**config.mk**
```make
export PLATFORM = sky130hd
export DESIGN_NAME = ordered_list_table_unit
export DESIGN_NICKNAME = d
export VERILOG_FILES = /design/src/hw/rtl/olt_pkg.sv /design/src/hw/rtl/olt_cell.sv /design/src/hw/rtl/ordered_list_table_unit.sv
export SDC_FILE = /design/constraint.sdc
export NUM_CORES = 2
export LEC_CHECK = 0
export BUFFER_PORTS_ARGS = -buffer_cell sky130_fd_sc_hd__buf_4
export CAP_MARGIN = 20
export CORE_UTILIZATION = 35
export DETAILED_ROUTE_END_ITERATION = 10
export HOLD_SLACK_MARGIN = 0.15
export SLEW_MARGIN = 10
export SYNTH_ARGS = -nofsm -noshare
export SYNTH_HDL_FRONTEND = slang
export SYNTH_SLANG_ARGS = --single-unit
```
**constraint.sdc**
```tcl
create_clock -name i_clk -period 6 [get_ports i_clk]
set_input_delay 0 -clock i_clk [delete_from_list [all_inputs] [get_ports i_clk]]
set_output_delay 0 -clock i_clk [all_outputs]
set_load 0.1 [all_outputs]
```
**src/hw/rtl/olt_pkg.sv**
```systemverilog
// ----------------------------------------------------------------------------
// olt_pkg: shared types for the ordered list table
// Command and status codes, and the operation that the controller issues to
// every cell of the chain.
// ----------------------------------------------------------------------------
package olt_pkg;

    localparam int unsigned CMD_W   = 2;
    localparam int unsigned WORD_W  = 32;
    localparam int unsigned POS_W   = 4;
    localparam int unsigned COUNT_W = 5;
    localparam int unsigned STAT_W  = 2;

    typedef enum logic [CMD_W-1:0] {
        CMD_INSERT = 2'd0,
        CMD_REMOVE = 2'd1,
        CMD_SEARCH = 2'd2,
        CMD_READ   = 2'd3
    } t_cmd;

    typedef enum logic [STAT_W-1:0] {
        ST_OK    = 2'd0,
        ST_FULL  = 2'd1,
        ST_RANGE = 2'd2
    } t_status;

    typedef enum logic [1:0] {
        CELL_HOLD    = 2'd0,
        CELL_INSERT  = 2'd1,
        CELL_MARK    = 2'd2,
        CELL_COMPACT = 2'd3
    } t_cell_op;

    typedef struct packed {
        t_cell_op          op;
        logic [POS_W-1:0]  position;
    } t_cell_ctl;

endpackage

```
**src/hw/rtl/olt_cell.sv**
```systemverilog
// ----------------------------------------------------------------------------
// olt_cell: one entry of the ordered list table
// Holds one word and its valid bit. Takes the word of its left neighbor on an
// insert, drops its word when it matches on a remove, and moves its word one
// place toward the front while a gap stands before it.
// ----------------------------------------------------------------------------
module olt_cell #(
    parameter int unsigned INDEX      = 0,
    parameter int unsigned ELEM_WIDTH = 32
) (
    input  logic                  i_clk,
    input  logic                  i_rst_n,
    input  olt_pkg::t_cell_ctl    i_ctl,
    input  logic [ELEM_WIDTH-1:0] i_key,
    input  logic [ELEM_WIDTH-1:0] i_left_data,
    input  logic                  i_left_valid,
    input  logic [ELEM_WIDTH-1:0] i_right_data,
    input  logic                  i_right_valid,
    output logic [ELEM_WIDTH-1:0] o_data,
    output logic                  o_valid,
    output logic                  o_hit,
    output logic                  o_sel,
    output logic                  o_gap
);

    logic [ELEM_WIDTH-1:0] r_data;
    logic                  r_valid;
    logic                  match;

    assign match   = (r_data == i_key);
    assign o_data  = r_data;
    assign o_valid = r_valid;
    assign o_hit   = r_valid && match;
    assign o_sel   = r_valid && (INDEX < (1 << olt_pkg::POS_W))
                     && (i_ctl.position == olt_pkg::POS_W'(INDEX));
    assign o_gap   = !r_valid && i_right_valid;

    always_ff @(posedge i_clk) begin
        case (i_ctl.op)
            olt_pkg::CELL_INSERT: begin
                r_data <= i_left_data;
            end
            olt_pkg::CELL_COMPACT: begin
                if (!r_valid && i_right_valid) begin
                    r_data <= i_right_data;
                end
            end
            default: begin
            end
        endcase
    end

    always_ff @(posedge i_clk) begin
        if (!i_rst_n) begin
            r_valid <= 1'b0;
        end else begin
            case (i_ctl.op)
                olt_pkg::CELL_INSERT: begin
                    r_valid <= i_left_valid;
                end
                olt_pkg::CELL_MARK: begin
                    r_valid <= r_valid && !match;
                end
                olt_pkg::CELL_COMPACT: begin
                    if (!r_valid && i_right_valid) begin
                        r_valid <= 1'b1;
                    end else if (r_valid && !i_left_valid) begin
                        r_valid <= 1'b0;
                    end
                end
                default: begin
                end
            endcase
        end
    end

endmodule

```
**src/hw/rtl/ordered_list_table_unit.sv**
```systemverilog
// ----------------------------------------------------------------------------
// ordered_list_table_unit: bounded ordered list of words
// A chain of DEPTH cells, newest entry in cell 0, run by a small sequencer
// that executes insert, remove, search and read commands.
//
//   channel  direction  valid         stall         payload
//   input    in         i_in_valid    o_in_stall    i_command i_value i_position
//   output   out        o_out_valid   i_out_stall   o_found o_data_out
//                                                   o_entry_count o_status
//
// Insert, search and read pass through the execute and response states before
// their result beat enters the output register, and no new command is taken
// until then. Remove adds a compaction state in which the chain closes its
// gaps, each held word moving one place per cycle.
// Reset empties the list at once; there is no clearing pass.
// A result beat waits in the output register while i_out_stall is high; the
// next command still runs, but its result waits until that register is free.
// ----------------------------------------------------------------------------
module ordered_list_table_unit #(
    parameter int unsigned DEPTH      = 16,
    parameter int unsigned ELEM_WIDTH = 32
) (
    input  logic                          i_clk,
    input  logic                          i_rst_n,
    input  logic                          i_in_valid,
    output logic                          o_in_stall,
    input  logic [olt_pkg::CMD_W-1:0]     i_command,
    input  logic [olt_pkg::WORD_W-1:0]    i_value,
    input  logic [olt_pkg::POS_W-1:0]     i_position,
    output logic                          o_out_valid,
    input  logic                          i_out_stall,
    output logic                          o_found,
    output logic [olt_pkg::WORD_W-1:0]    o_data_out,
    output logic [olt_pkg::COUNT_W-1:0]   o_entry_count,
    output logic [olt_pkg::STAT_W-1:0]    o_status
);

    localparam int unsigned CNT_W = $clog2(DEPTH + 1);

    typedef enum logic [1:0] {
        S_IDLE,
        S_EXEC,
        S_COMPACT,
        S_RESP
    } t_state;

    t_state                       r_state;
    olt_pkg::t_cmd                r_cmd;
    logic [ELEM_WIDTH-1:0]        r_value;
    logic [olt_pkg::POS_W-1:0]    r_position;
    logic                         r_found;
    logic [olt_pkg::WORD_W-1:0]   r_data;
    olt_pkg::t_status             r_status;
    logic                         r_out_valid;
    logic                         r_out_found;
    logic [olt_pkg::WORD_W-1:0]   r_out_data;
    logic [olt_pkg::COUNT_W-1:0]  r_out_count;
    olt_pkg::t_status             r_out_status;

    olt_pkg::t_cell_ctl           cell_ctl;
    logic [ELEM_WIDTH-1:0]        cell_data [DEPTH];
    logic [ELEM_WIDTH-1:0]        left_data [DEPTH];
    logic [ELEM_WIDTH-1:0]        right_data [DEPTH];
    logic [DEPTH-1:0]             left_valid;
    logic [DEPTH-1:0]             right_valid;
    logic [DEPTH-1:0]             valid_vec;
    logic [DEPTH-1:0]             hit_vec;
    logic [DEPTH-1:0]             sel_vec;
    logic [DEPTH-1:0]             gap_vec;
    logic [ELEM_WIDTH-1:0]        rd_data;
    logic [CNT_W-1:0]             count;
    logic [DEPTH:0]               valid_ext;
    logic                         full;
    logic                         in_accept;
    logic                         out_free;

    assign in_accept = i_in_valid && (r_state == S_IDLE);
    assign out_free  = !r_out_valid || !i_out_stall;
    assign full      = valid_vec[DEPTH-1];
    assign valid_ext = {1'b0, valid_vec};

    always_comb begin
        cell_ctl.position = r_position;
        cell_ctl.op       = olt_pkg::CELL_HOLD;
        if (r_state == S_EXEC) begin
            if (r_cmd == olt_pkg::CMD_INSERT && !full) begin
                cell_ctl.op = olt_pkg::CELL_INSERT;
            end else if (r_cmd == olt_pkg::CMD_REMOVE) begin
                cell_ctl.op = olt_pkg::CELL_MARK;
            end
        end else if (r_state == S_COMPACT && (|gap_vec)) begin
            cell_ctl.op = olt_pkg::CELL_COMPACT;
        end
    end

    for (genvar g = 0; g < DEPTH; g++) begin : g_cell
        if (g == 0) begin : g_head
            assign left_data[g]  = r_value;
            assign left_valid[g] = 1'b1;
        end else begin : g_body
            assign left_data[g]  = cell_data[g-1];
            assign left_valid[g] = valid_vec[g-1];
        end
        if (g == DEPTH - 1) begin : g_tail
            assign right_data[g]  = '0;
            assign right_valid[g] = 1'b0;
        end else begin : g_inner
            assign right_data[g]  = cell_data[g+1];
            assign right_valid[g] = valid_vec[g+1];
        end

        olt_cell #(
            .INDEX      (g),
            .ELEM_WIDTH (ELEM_WIDTH)
        ) u_cell (
            .i_clk         (i_clk),
            .i_rst_n       (i_rst_n),
            .i_ctl         (cell_ctl),
            .i_key         (r_value),
            .i_left_data   (left_data[g]),
            .i_left_valid  (left_valid[g]),
            .i_right_data  (right_data[g]),
            .i_right_valid (right_valid[g]),
            .o_data        (cell_data[g]),
            .o_valid       (valid_vec[g]),
            .o_hit         (hit_vec[g]),
            .o_sel         (sel_vec[g]),
            .o_gap         (gap_vec[g])
        );
    end

    always_comb begin
        rd_data = '0;
        count   = '0;
        for (int i = 0; i < DEPTH; i++) begin
            if (sel_vec[i]) begin
                rd_data = rd_data | cell_data[i];
            end
            if (valid_vec[i] && !valid_ext[i+1]) begin
                count = count | CNT_W'(i + 1);
            end
        end
    end

    always_ff @(posedge i_clk) begin
        if (in_accept) begin
            r_cmd      <= olt_pkg::t_cmd'(i_command);
            r_value    <= ELEM_WIDTH'(i_value);
            r_position <= i_position;
        end
    end

    always_ff @(posedge i_clk) begin
        if (!i_rst_n) begin
            r_state      <= S_IDLE;
            r_out_valid  <= 1'b0;
            r_found      <= 1'b0;
            r_data       <= '0;
            r_status     <= olt_pkg::ST_OK;
            r_out_found  <= 1'b0;
            r_out_data   <= '0;
            r_out_count  <= '0;
            r_out_status <= olt_pkg::ST_OK;
        end else begin
            if (r_out_valid && !i_out_stall && (r_state != S_RESP)) begin
                r_out_valid <= 1'b0;
            end
            unique case (r_state)
                S_IDLE: begin
                    if (in_accept) begin
                        r_state <= S_EXEC;
                    end
                end
                S_EXEC: begin
                    unique case (r_cmd)
                        olt_pkg::CMD_INSERT: begin
                            r_found  <= 1'b0;
                            r_data   <= '0;
                            r_status <= full ? olt_pkg::ST_FULL : olt_pkg::ST_OK;
                            r_state  <= S_RESP;
                        end
                        olt_pkg::CMD_REMOVE: begin
                            r_found  <= |hit_vec;
                            r_data   <= '0;
                            r_status <= olt_pkg::ST_OK;
                            r_state  <= S_COMPACT;
                        end
                        olt_pkg::CMD_SEARCH: begin
                            r_found  <= |hit_vec;
                            r_data   <= (|hit_vec) ? olt_pkg::WORD_W'(r_value) : '0;
                            r_status <= olt_pkg::ST_OK;
                            r_state  <= S_RESP;
                        end
                        olt_pkg::CMD_READ: begin
                            r_found  <= |sel_vec;
                            r_data   <= olt_pkg::WORD_W'(rd_data);
                            r_status <= (|sel_vec) ? olt_pkg::ST_OK : olt_pkg::ST_RANGE;
                            r_state  <= S_RESP;
                        end
                        default: begin
                            r_state <= S_RESP;
                        end
                    endcase
                end
                S_COMPACT: begin
                    if (!(|gap_vec)) begin
                        r_state <= S_RESP;
                    end
                end
                S_RESP: begin
                    if (out_free) begin
                        r_out_valid  <= 1'b1;
                        r_out_found  <= r_found;
                        r_out_data   <= r_data;
                        r_out_count  <= olt_pkg::COUNT_W'(count);
                        r_out_status <= r_status;
                        r_state      <= S_IDLE;
                    end
                end
                default: begin
                    r_state <= S_IDLE;
                end
            endcase
        end
    end

    assign o_in_stall    = (r_state != S_IDLE);
    assign o_out_valid   = r_out_valid;
    assign o_found       = r_out_found;
    assign o_data_out    = r_out_data;
    assign o_entry_count = r_out_count;
    assign o_status      = r_out_status;

`ifndef ASSERT_OFF
    a_packed_when_idle: assert property (@(posedge i_clk) disable iff (!i_rst_n)
        (r_state == S_IDLE) |-> (((valid_vec >> 1) & ~valid_vec) == '0))
        else $error("List entries are not packed toward the front while idle.");

    a_compact_keeps_count: assert property (@(posedge i_clk) disable iff (!i_rst_n)
        (r_state == S_COMPACT) |=> ($countones(valid_vec) == $past($countones(valid_vec))))
        else $error("Compaction changed the number of held entries.");

    a_found_means_ok: assert property (@(posedge i_clk) disable iff (!i_rst_n)
        o_out_valid |-> !(o_found && (o_status != olt_pkg::ST_OK)))
        else $error("A result beat reports a hit together with an error status.");

    a_full_status: assert property (@(posedge i_clk) disable iff (!i_rst_n)
        (o_out_valid && (o_status == olt_pkg::ST_FULL))
            |-> (o_entry_count == olt_pkg::COUNT_W'(DEPTH)))
        else $error("A dropped insert reports a count below a full list.");
`endif

endmodule

```
==> run metrics <==
I/O Buffers 83; CP Data Required Time 6140 ps; clock latency on the worst-skew pair 650 ps; Final Hold Fails 0; CTS root buffer clkbuf_16; proportion of layout cells with a drive suffix above 1 7.737%; DRC 2; Pre-antenna DRT Iters 11; top-area cell type share of the netlist area 43.98%; Async SR Flop Fraction 0%; Post-synth EDFFs 550; post-DP HPWL 125.8 mm; Fill cells 10,600; min setup slack post-route 1288 ps; post-placement cell area 39,300 um2; Routed wire per std cell 30.31 um; vias per inst 6.006; Setup TNS Final 0 ps; row cnt 119; vias in the first global route 31,650; sequential share of power 41.9%; Syn Std Cell Area 37,550 um2; top cells by count, synth nand2_1 (1,545), nand3_1 (567), edfxtp_1 (550); top achievable clock speed 212.2 MHz; Yosys Warn Count 0; Slew headroom 2.367%; global-route usage over all layers 31.35%; Placement Setup Slack 1422 ps; maxcap violations 1; drt total wl 173.9 mm; actual slew at the worst max-slew pin 1451 ps; Cell Pwr Density 522.9 nW/um2; reg2reg setup slack 1290 ps; Gate power share 37.1%; sequential share of the synthesized area 48.99%; H-tree depth 3; violated checks DRC, capacitance limit; io pins 84; Yosys cell types 54; Setup crit end kind flop; Pins Over Slew Limit 0; most area-hungry cell type in the Yosys netlist edfxtp_1; RSZ-0062 raised after global routing no; startpoint types flop; crit path max fanout 32; clock sinks 644; CTS clk-pin slew, worst paths 60 ps; switching share of power 44.51%; pin count of the biggest net entering global routing 168; final setup vio count 0; CTS resizes 0; CTS tree done; Psw 9901 uW; Worst Skew 37.95 ps; Placer Congestion 1.063; Die W 329.6 um; post-route cell area 42,540 um2; clock group share of total power 21.0%; Tcrit/Tclk final 78.53%; Synth Register Bits 644; VDD IR-drop max 287.2 uV; TritonCTS buffer count 76; syn nets 4,352; synth-to-layout area growth 13.28%; total gr overflow 0; most frequent cell after synthesis nand2_1; Die ar. 108,600 um2; crit path kind flop to flop; nets 4,341; CP arrival 4850 ps; Core ar. 105,900 um2; Syn Area/Cell 8.735 um2; initial DRC count 6,475; main area contributors after synthesis edfxtp_1 (44%), nand2_1 (15%), xnor2_1 (12%); final antenna-violating net count 0; Die H 329.6 um; Clock Path Buffers 3; status finished with violations; P_leak 0.01556 uW; Fin Hold WS 127.3 ps; first-pass GRT wire length 242.2 mm; Post-Route Utilization 40.18%; antenna violations before repair 9; Post-Synthesis Cells 4,299; cell-internal power 12,350 uW; vias post-DR 34,460; Main synth FF type edfxtp_1; initial core utilization 35.47%; clock period minus worst slack 4712 ps; HP Class primary input to flop
==> path summary, 6_finish.rpt <==
check,startpoint,to,cells past startpoint
setup reg to reg,g_cell[12].u_cell.o_valid,g_cell[6].u_cell.o_data[29],7
hold / removal,i_value[22],r_value[22],2
setup / recovery,g_cell[12].u_cell.o_valid,g_cell[6].u_cell.o_data[29],7
hold reg to reg,r_data[0],o_data_out[0],2
==> cells in the final DEF, fill, tap and decap left out, drive strengths merged, types with 34 or more instances in the layout <==
cell | netlist | layout
nand2 | 1546 | 1546
nand3 | 567 | 567
edfxtp | 550 | 550
xnor2 | 512 | 512
nand4 | 259 | 259
buf | 187 | 187
clkbuf | 167 | 102
a21oi | 99 | 99
dfxtp | 94 | 94
dlygate4sd3 | 0 | 78
o21ai | 38 | 38
o22ai | 37 | 37
nor4 | 34 | 34
==> metrics by stage <==
| step | cells | power, uW |
|---|---|---|
| 4_1_cts | 5731 | 21860 |
| 3_5_place_dp | 5520 | 17220 |
| 6_report | 5738 | 22250 |
| 5_1_grt | 5734 | 22880 |
| 3_3_place_gp | 5518 | 17050 |
| 2_1_floorplan | 4299 | 13780 |
==> logic make-up after synthesis <==
| logic type | Yosys count | share of synthesized area, % |
|---|---|---|
| multiplexers | 1 | 0.02666 |
| AND/OR/NAND/NOR | 2529 | 30.20 |
| AO/OA/AOI/OAI | 224 | 3.492 |
| flip-flops | 644 | 48.99 |
| adder cells (fa/ha/maj) | 11 | 0.3665 |
| XOR/XNOR | 512 | 11.94 |
| buffers and inverters | 378 | 4.985 |
==> power by group through the flow <==
stage / Sequential, uW / Combinational [uW] / Clock (uW)
2_1_floorplan: 8210 / 5570 / 0
3_3_place_gp: 9270 / 7780 / 0
3_5_place_dp: 9280 / 7930 / 0
4_1_cts: 9200 / 7980 / 4680
5_1_grt: 9360 / 8700 / 4810
6_report: 9320 / 8260 / 4660
==> per-layer routing <==
| metal | part of all wire [%] | vias to the layer above | track usage [%] |
|---|---|---|---|
| met1 | 39 | 16560 | 43.26 |
| met5 | 0 | - | 0.2609 |
| met2 | 41 | 2745 | 44.56 |
| met4 | 4.5 | 0 | 12.83 |
| met3 | 15 | 350 | 10.57 |
| li1 | - | 14810 | - |
==> critical path: stages, from the launching register on <==
cell and delay [ps]:
dfxtp_1 730, nand2b_1 290, nand4_1 100, or3_1 470
o211ai_1 900, nand2_1 520, nand2_2 490, nand2_2 680
==> layout make-up <==
type	instances	area [um2]	share of cell area [%]
clock inverters	31	314.1	0.7382
inverters	24	90.09	0.2118
repair buffers	265	2310	5.429
well taps	1391	1740	4.091
clock buffers	102	2063	4.850
multi-input cells	3277	17610	41.39
diodes	4	10.01	0.02353
flip-flops and latches	644	18410	43.27
==> repair_timing <==
action,4_1_cts,5_1_grt
hold endpoints to repair,101,0
hold buffers,78,0
setup buffers,0,0
==> flip-flops by register name (all words and copies together), names as in the netlist <==
name	count
r_value	32
o_status	2
r_data	32
r_found	1
g_cell.u_cell.o_data	512
r_position	4
o_entry_count	5
o_data_out	32
r_state	2
o_out_valid	1
r_cmd	2
g_cell.u_cell.o_valid	16
r_status	2
o_found	1
Note: power is estimated with default switching activity, not from simulation.
